==> config.mk <==
export PLATFORM = sky130hd
export DESIGN_NAME = s2x_queue
export DESIGN_NICKNAME = d
export VERILOG_FILES = /design/src/hw/rtl/s2x_pkg.sv /design/src/hw/rtl/s2x_queue.sv
export SDC_FILE = /design/constraint.sdc
export NUM_CORES = 1
export LEC_CHECK = 0
export ABC_CLOCK_PERIOD_IN_PS = 1600
export BUFFER_PORTS_ARGS = -buffer_cell sky130_fd_sc_hd__buf_2
export CAP_MARGIN = 20
export CORE_ASPECT_RATIO = 1.4
export CORE_MARGIN = 1
export CORE_UTILIZATION = 40
export DETAILED_ROUTE_END_ITERATION = 8
export PLACE_DENSITY = 0.56
export SYNTH_ARGS = -nofsm -noshare
export SYNTH_HDL_FRONTEND = slang
export SYNTH_SLANG_ARGS = --single-unit
==> constraint.sdc <==
create_clock -name i_clk -period 1.6 [get_ports i_clk]
set_input_delay 0.16 -clock i_clk [delete_from_list [all_inputs] [get_ports i_clk]]
set_output_delay 0.16 -clock i_clk [all_outputs]
set_load 0.02 [all_outputs]
==> src/hw/rtl/s2x_pkg.sv <==
// Shared constants, codes and types of the 2x pixel upscaler.
`timescale 1ns / 1ps

package s2x_pkg;

    // Parameter defaults.
    localparam int MAX_WIDTH_DEF  = 2048;
    localparam int PIXEL_BITS_DEF = 32;

    // Register reset values, in pixels and rows.
    localparam int WIDTH_RESET  = 320;
    localparam int HEIGHT_RESET = 240;

    // Fixed port widths.
    localparam int PORT_PIX_W = 32;
    localparam int COL_PORT_W = 11;
    localparam int ROW_W      = 16;
    localparam int CFG_WIDTH_BITS = 12;
    localparam int CFG_DATA_W = 16;

    // Job queue between the front and the back.
    localparam int QDEPTH = 4;
    localparam int QLW    = $clog2(QDEPTH + 1);

    // Configuration register indexes.
    typedef enum logic {
        REG_WIDTH  = 1'b0,
        REG_HEIGHT = 1'b1
    } t_cfg_reg;

    // Blocks a pixel can release, in emission order; the value is its bit in t_job_flags.blocks.
    typedef enum logic [1:0] {
        BLK_UP_MID   = 2'd0,   // row above, column to the left
        BLK_UP_END   = 2'd1,   // row above, last column
        BLK_LAST_MID = 2'd2,   // last row, column to the left
        BLK_LAST_END = 2'd3    // last row, last column
    } t_blk;

    // Pixel slots carried in one job.
    localparam int NPX    = 8;
    localparam int PX_IN  = 0;  // incoming pixel
    localparam int PX_R0  = 1;  // row above, col-2
    localparam int PX_R1  = 2;  // row above, col-1
    localparam int PX_R2  = 3;  // input row, col-2
    localparam int PX_R3  = 4;  // input row, col-1
    localparam int PX_MID = 5;  // row above, col
    localparam int PX_UP  = 6;  // two rows above, col-1
    localparam int PX_UC  = 7;  // two rows above, col

    typedef struct packed {
        logic [3:0] blocks;
        logic       col_zero;
        logic       col_one;
        logic       row_zero;
        logic       row_one;
    } t_job_flags;

endpackage

==> src/hw/rtl/s2x_queue.sv <==
// Short job queue between the front and the back.
`timescale 1ns / 1ps

module s2x_queue import s2x_pkg::*; #(
    parameter int WIDTH = 8
) (
    input  logic             i_clk,
    input  logic             i_rst_n,
    input  logic             i_push,
    input  logic [WIDTH-1:0] i_data,
    input  logic             i_pop,
    output logic             o_valid,
    output logic [WIDTH-1:0] o_data,
    output logic [QLW-1:0]   o_level
);

    localparam int PW = (QDEPTH > 1) ? $clog2(QDEPTH) : 1;
    localparam logic [PW-1:0] LAST_SLOT = PW'(QDEPTH - 1);

    logic [WIDTH-1:0] r_mem [QDEPTH];
    logic [PW-1:0]    r_head, n_head;
    logic [PW-1:0]    r_tail, n_tail;
    logic [QLW-1:0]   r_level, n_level;

    always_comb begin
        n_head  = r_head;
        n_tail  = r_tail;
        n_level = r_level;
        if (i_push) begin
            n_tail  = (r_tail == LAST_SLOT) ? '0 : r_tail + PW'(1);
            n_level = n_level + QLW'(1);
        end
        if (i_pop) begin
            n_head  = (r_head == LAST_SLOT) ? '0 : r_head + PW'(1);
            n_level = n_level - QLW'(1);
        end
    end

    always_ff @(posedge i_clk) begin
        if (!i_rst_n) begin
            r_head  <= '0;
            r_tail  <= '0;
            r_level <= '0;
        end else begin
            r_head  <= n_head;
            r_tail  <= n_tail;
            r_level <= n_level;
        end
    end

    always_ff @(posedge i_clk) begin
        if (i_push) begin
            r_mem[r_tail] <= i_data;
        end
    end

    assign o_valid = (r_level != '0);
    assign o_data  = r_mem[r_head];
    assign o_level = r_level;

endmodule

======== Word level (Yosys, flattened, before mapping) ========
Memory sizes are Yosys's and may differ from the RTL's. A register that Yosys moved wholly into a read port is not among the register bits.
Index checks and enable logic that the tools add are counted.
word-level totals
  register bits after elaboration ......... 7
  memory bits (writable) .................. 32
  output and inout port bits .............. 12
  memories kept ........................... 1
memory list
  memory  depth  bits a word  read ports  clocked after Yosys merged registers in  write ports  line             text
  r_mem   4      8            1           1                                        1            s2x_queue.sv:20  logic [WIDTH-1:0] r_mem [QDEPTH];
operators by class
  add/sub/neg operators ................... 4
  eq/ne operators ......................... 2
  mux-type cells .......................... 8
  reduce and logical (&&, ||, !) cells .... 1
operator list
  kind                   count
  $mux W2                4
  $mux W3                2
  $add A2 B1 Y2 const B  2
  $eq A2 B2 Y1 const B   2
  $add A3 B1 Y3 const B  1
  $reduce_bool A3 Y1     1
  $sub A3 B1 Y3 const B  1
  $mux W1                2

======== Logic depth before layout (Yosys ltp) ========
Gate-level depths: netlist of the first run.
  word-level depth ........................ 4
  mapped depth ............................ 7
  gate-level depth less buffers ........... 7

======== Worst setup path before layout of the first run ========
OpenSTA, ideal clock, no wires.
  path type ............................... register to register
  from .................................... reg r_level[0] (netlist: o_level[0])
  to ...................................... reg r_level[2] (netlist: o_level[2])
  arrival time ............................ 1.566 ns
  required time ........................... 1.528 ns
  slack ................................... -0.038 ns
  cell stages (with the launch flop) ...... 8
  clock period less this slack ............ 1.638 ns
  cells stage by stage .................... dfxtp_1 > inv_1 > ha_1 > mux2i_1 > ha_1 > nand2_1 > xor2_1 > mux2i_1
between the ends
  cells in the longest elaborated chain, start to end .. 4
ends and longest elaborated chain
  item                    line             text
  from (decl)             s2x_queue.sv:23  logic [QLW-1:0] r_level, n_level;
  from (signal assigned)  s2x_queue.sv:47  r_level <= n_level;
  $add A3 B1 Y3           s2x_queue.sv:31  n_level = n_level + QLW'(1);
  $mux W3 *               s2x_queue.sv:29  if (i_push) begin
  $sub A3 B1 Y3           s2x_queue.sv:35  n_level = n_level - QLW'(1);
  $mux W3 *               s2x_queue.sv:33  if (i_pop) begin
Mark *: on every way between the ends. The rest lies on a longest branch, timed or not.
A chain may end at the register's enable or synchronous reset.

==> impl_metrics.json, run 1 <==
{
  "status": "finished, final reports clean",
  "synth_top_area_share_pct": 57.9,
  "dp_cells": 158,
  "cp_num_buf_inv": 2,
  "synthFlopType": "edfxtp_1",
  "cts_buffers": 5,
  "hold_buffers": 0,
  "drc": 0,
  "die_w_um": 56.5,
  "fillers": 317,
  "grt_max_degree": 14,
  "ys_types": 22,
  "synth_commonest_cells": "edfxtp_1, dfxtp_1, ha_1, mux4_2",
  "hold_violations": 0,
  "p_per_area_nw_per_um2": 1240,
  "rsz0062_at_grt": "true",
  "worst_setup_path_start_kind": "register",
  "critPathTopFamily": "multiplexers",
  "syn_nets": 114,
  "track_usage_pct": 13.4,
  "yosysSeqAreaShare_pct": 68.7,
  "numPortBuffers": 23,
  "path_class": "reg2out",
  "synth.avg_cell_area_um2": 17.7,
  "drive_above_1_share_pct": 41.9,
  "vias_per_cell": 5.13,
  "netlist_top_cells_area": "edfxtp_1, dfxtp_1, mux4_2, ha_1, mux2i_1",
  "drtIter0Drc": 6,
  "antenna_found_initial": 0,
  "pwr-share-comb_pct": 18.1,
  "clkLatencyLatePin_ns": 0.29,
  "ir_drop_mv": 0.848,
  "grt_pass1_wl_um": 4290,
  "clk_pin_slew_ns": 0.08,
  "fin_worst_skew_ns": 0.00435,
  "die_y_um": 78.2,
  "nets": 148,
  "clkPwrFrac_pct": 33.2,
  "h-tree-depth": 2,
  "drv_cap": 0,
  "ios": 24,
  "max_stage_delay_ns": 0.51,
  "max_slew_margin_pct": 69.6,
  "syn_inst": 94,
  "synthArstFlopShare_pct": 0,
  "pwr-share-seq_pct": 48.7,
  "synth_edf_count": 32,
  "switching_share_pct": 23.3,
  "slew_viol_final": 0,
  "first_pass_iters": 4,
  "syn_area_um2": 1660,
  "fp-row-count": 27,
  "areaGrowthSynthToFinish_pct": 24.6,
  "p_switching_w": 0.000594,
  "power_w": 0.00256,
  "fin_crit_ns": 1.59,
  "vias": 882,
  "critical_path_arrival_ns": 1.43,
  "synth_most_common_cell": "edfxtp_1",
  "hold_class": "in2reg",
  "fin_cells": 172,
  "worst_path_max_delay_cell": "mux4_2",
  "power_leakage_nw": 0.787,
  "ys_warn_count": 0,
  "start_util_pct": 42.0,
  "synth-seq-cells": 41,
  "wl_um": 2660,
  "yosysTopAreaCell": "edfxtp_1",
  "cts_tree": "built",
  "n_antenna_cell": 0,
  "clock-sinks": 41,
  "ant_nets": 0,
  "gp_congestion": 0.677,
  "intPower_w": 0.00196,
  "grt_pass1_vias": 936,
  "tightest_slew_ns": 0.455,
  "path_cells": "buf_12 > mux4_2 > buf_6",
  "core_area_um2": 3950,
  "cts-root-buf": "clkbuf_8",
  "cp_data_required_time_ns": 1.44,
  "die_area_um2": 4420,
  "wl_per_cell_um": 15.5,
  "worstPathMaxFanout": 8,
  "fmax_mhz": 629,
  "clockBufferDepth": 2,
  "endpoint_kind": "primary output",
  "setup_viol": 0,
  "overflow": 0,
  "min_period_over_period_pct": 99.4
}
## cells in the final DEF (no fill, tap or decap)
cell type / n
xor2_1: 1
and2_1: 5
dfxtp_2: 2
mux4_2: 8
nand2_1: 5
clkinvlp_4: 1
xnor2_1: 1
nand2b_1: 1
ha_1: 6
mux2i_1: 4
inv_1: 5
nor3b_1: 1
ha_4: 1
mux2i_2: 1
o21a_1: 1
nor2_1: 2
a21oi_1: 1
dfxtp_4: 1
nand3_1: 1
bufinv_16: 1
buf_2: 15
xnor2_2: 1
nor2b_1: 3
buf_4: 7
buf_12: 1
edfxtp_1: 32
buf_6: 8
clkbuf_8: 6
dfxtp_1: 6
ha_2: 1
## logic make-up after synthesis
kind of cell    Yosys count  synth area share (%)
mux                      13                  13.9
xor+xnor                  3                  2.04
simple gates             18                  5.73
flops                    41                  68.7
buf+inv                   9                  2.86
compound gates            2                 0.753
fa+ha+maj                 8                  6.03
## layout make-up
class / count / area (um2) / area share [%]
clock inverter: 2 / 37.5 / 1.81
inverter: 5 / 18.8 / 0.907
timing repair buffer: 31 / 238 / 11.5
tap: 43 / 53.8 / 2.60
sequential: 41 / 1150 / 55.5
multi-input combinational: 44 / 490 / 23.7
clock buffer: 6 / 82.6 / 3.99
## path summary, 6_finish.rpt
kind	from	endpoint	slack, ns	cells past startpoint
worst max register to register	o_level[1]$_SDFF_PN0_	o_level[2]$_SDFF_PN0_	0.08	7
worst min register to register	r_tail[1]$_SDFFE_PN0P_	r_tail[1]$_SDFFE_PN0P_	0.57	2
worst max-delay path	register	o_data[7]	0.009	3
worst min-delay path	i_data[2]	r_mem[2][2]$_DFFE_PP_	0.08	1
## sequential cells by signal, indices dropped and copies added, names as in the netlist, named ones only
signal   cells
o_level      3
r_head       2
r_tail       2
r_mem       32
## metrics by stage
stage,area [um2],utilization [%],hold slack [ns],TNS [ns],worst slack [ns]
final,2070,52.3,0.0837,0,0.00899
after global routing,2070,52.3,0.0736,-0.409,-0.0636
after CTS,2030,51.4,0.0744,-0.0670,-0.0196
after detailed placement,1830,46.3,0.382,0,0.0270
after global placement,1830,46.3,0.372,0,0.114
after floorplan,1660,-,0.259,0,0.0308
## power by group through the flow
stage | clock [W] | combinational [W] | sequential, W
after detailed placement | 0 | 0.000349 | 0.00127
after CTS | 0.000875 | 0.000428 | 0.00125
after global placement | 0 | 0.000340 | 0.00127
final | 0.000849 | 0.000462 | 0.00125
after floorplan | 0 | 0.000229 | 0.00127
after global routing | 0.000928 | 0.000494 | 0.00125
## metal layers
| metal | global-route usage, % | part of all wire [%] |
|---|---|---|
| met5 | 0 | 0 |
| met4 | 6.83 | 2.4 |
| met3 | 5.27 | 4.5 |
| met2 | 23.8 | 54 |
| met1 | 13.4 | 39 |
## repair_timing
item	in CTS	in global routing
pin swaps	0	1
cloned	0	0
setup buffers	4	2
resized for setup	18	4
setup endpoints to repair	9	10
No activity file was read; power rests on OpenSTA's default activity.
==> inputs of run 2 (changes only) <==
--- a/config.mk
+++ b/config.mk
@@ -5,14 +5,15 @@
 export SDC_FILE = /design/constraint.sdc
 export NUM_CORES = 1
 export LEC_CHECK = 0
-export ABC_CLOCK_PERIOD_IN_PS = 1600
+export ABC_CLOCK_PERIOD_IN_PS = 1800
 export BUFFER_PORTS_ARGS = -buffer_cell sky130_fd_sc_hd__buf_2
 export CAP_MARGIN = 20
 export CORE_ASPECT_RATIO = 1.4
 export CORE_MARGIN = 1
-export CORE_UTILIZATION = 40
+export CORE_UTILIZATION = 55
 export DETAILED_ROUTE_END_ITERATION = 8
-export PLACE_DENSITY = 0.56
+export MAX_ROUTING_LAYER = met4
+export PLACE_DENSITY = 0.74
 export SYNTH_ARGS = -nofsm -noshare
 export SYNTH_HDL_FRONTEND = slang
 export SYNTH_SLANG_ARGS = --single-unit
==> constraint.sdc (replaced) <==
create_clock -name i_clk -period 1.8 [get_ports i_clk]
set_input_delay 0.18 -clock i_clk [delete_from_list [all_inputs] [get_ports i_clk]]
set_output_delay 0.18 -clock i_clk [all_outputs]
set_load 0.02 [all_outputs]
==> run 2 against run 1 <==
Cell count is 7.6% lower; largest cell class unchanged; sequential power is 11% lower; total power is 24% lower; highest routed layer is now met3; combinational power is 36% lower; critical endpoint is now o_data[4]; largest power group unchanged; critical path type unchanged.
==> impl_metrics.json, run 2 (synthesis results as in run 1) <==
{
  "status": "finished, final reports clean",
  "fin_crit_ns": 1.66,
  "cts_buffers": 5,
  "drive_above_1_share_pct": 32.0,
  "grt_pass1_wl_um": 3860,
  "tightest_slew_ns": 0.409,
  "switching_share_pct": 24.1,
  "core_area_um2": 2880,
  "cts_tree": "built",
  "clkPwrFrac_pct": 28.0,
  "die_y_um": 67.0,
  "worst_path_max_delay_cell": "mux4_2",
  "hold_buffers": 0,
  "wl_per_cell_um": 14.4,
  "cp_data_required_time_ns": 1.62,
  "cts-root-buf": "clkbuf_8",
  "ios": 24,
  "fin_worst_skew_ns": 0.00837,
  "endpoint_kind": "primary output",
  "vias": 817,
  "multi_input_area_um2": 472,
  "power_leakage_nw": 0.719,
  "final-seq-area_um2": 1140,
  "final_cell_mix": "edfxtp_1, buf_2, dfxtp_1, mux4_2, ha_1",
  "grt_max_degree": 13,
  "drtIter0Drc": 24,
  "start_util_pct": 57.7,
  "dpl_cell_area_um2": 1800,
  "overflow": 0,
  "ir_drop_mv": 0.730,
  "h-tree-depth": 2,
  "fillers": 222,
  "max_stage_delay_ns": 0.52,
  "critical_path_arrival_ns": 1.48,
  "clkLatencyLatePin_ns": 0.28,
  "nets": 141,
  "p_switching_w": 0.000468,
  "grt_pass1_vias": 891,
  "die_w_um": 48.4,
  "top_register": "r_mem",
  "areaGrowthSynthToFinish_pct": 13.3,
  "path_class": "reg2out",
  "worst_setup_path_start_kind": "register",
  "largest_reg_flops": 32,
  "fmax_mhz": 603,
  "cts_setup_buffers": 0,
  "rsz0062_at_grt": "false",
  "drc": 0,
  "tns_ns": 0,
  "min_period_over_period_pct": 92.2,
  "ant_nets": 0,
  "post_cts_resize_count": 0,
  "pwr-share-comb_pct": 15.2,
  "hold_violations": 0,
  "fp-row-count": 23,
  "max_slew_margin_pct": 72.7,
  "final_common_cell": "edfxtp_1",
  "worstPathMaxFanout": 8,
  "vias_per_cell": 5.14,
  "clk_pin_slew_ns": 0.07,
  "antenna_found_initial": 0,
  "path_cells": "buf_4 > mux4_2 > buf_2",
  "pwr-share-seq_pct": 56.9,
  "power_w": 0.00195,
  "fin_area_um2": 1880,
  "p_per_area_nw_per_um2": 1030,
  "track_usage_pct": 17.4,
  "slew_viol_final": 0,
  "wl_um": 2290,
  "clockBufferDepth": 2,
  "clock-sinks": 41,
  "first_pass_iters": 4,
  "n_antenna_cell": 0,
  "intPower_w": 0.00148,
  "numPortBuffers": 23,
  "gp_congestion": 0.653,
  "hold_class": "in2reg",
  "die_area_um2": 3250,
  "drv_cap": 0,
  "setup_viol": 0
}
## run 2: cell types whose count changed in the layout (fill, tap and decap cells not counted), sizes merged
cell,change
buf,-7
bufinv,-1
clkbuf,+1
clkinv,+1
clkinvlp,-1
## run 2: critical path: cells and delay by family (launching register included)
kind | cells | cell delay, ns
multiplexers | 1 | 0.52
buffers and inverters | 2 | 0.36
flip-flops | 1 | 0.31
## run 2: power groups by stage
stage / registers (W) / logic, W / clock network (W)
finish: 0.00111 / 0.000295 / 0.000544
global route: 0.00111 / 0.000327 / 0.000593
CTS: 0.00111 / 0.000301 / 0.000560
detailed placement: 0.00113 / 0.000299 / 0
global placement: 0.00112 / 0.000288 / 0
floorplan: 0.00113 / 0.000203 / 0
## run 2: metrics by stage
step	std cells	hold WS (ns)	utilization [%]	setup WS, ns
after floorplan	94	0.279	-	0.162
after global placement	151	0.390	62.6	0.263
after detailed placement	151	0.399	62.6	0.176
after CTS	159	0.0976	65.4	0.110
after global routing	159	0.105	65.4	0.000637
final	159	0.111	65.4	0.140
## run 2: final timing paths
| kind | slack, ns | depth (start not counted) | start | endpoint |
|---|---|---|---|---|
| worst max-delay path | 0.14 | 3 | register | o_data[4] |
| worst max register to register | 0.18 | 7 | o_level[0]$_SDFF_PN0_ | o_level[2]$_SDFF_PN0_ |
| worst min register to register | 0.57 | 2 | r_head[1]$_SDFFE_PN0P_ | r_head[1]$_SDFFE_PN0P_ |
| worst min-delay path | 0.11 | 1 | i_data[1] | r_mem[3][1]$_DFFE_PP_ |
## run 2: area by class of cell
type | instances | area share (%)
flip-flops and latches | 41 | 60.6
multi-input cells | 44 | 25.1
repair buffers | 24 | 6.52
clock buffers | 7 | 4.06
well taps | 37 | 2.46
inverters | 5 | 0.997
clock inverters | 1 | 0.266
## run 2: per-layer routing
metal / vias to the layer above / part of all wire (%) / global-route usage (%)
met2: 26 / 55 / 30.5
met5: - / 0 / -
met4: 0 / 0 / 11.0
met3: 0 / 4.5 / 3.65
li1: 401 / - / -
met1: 390 / 41 / 18.0
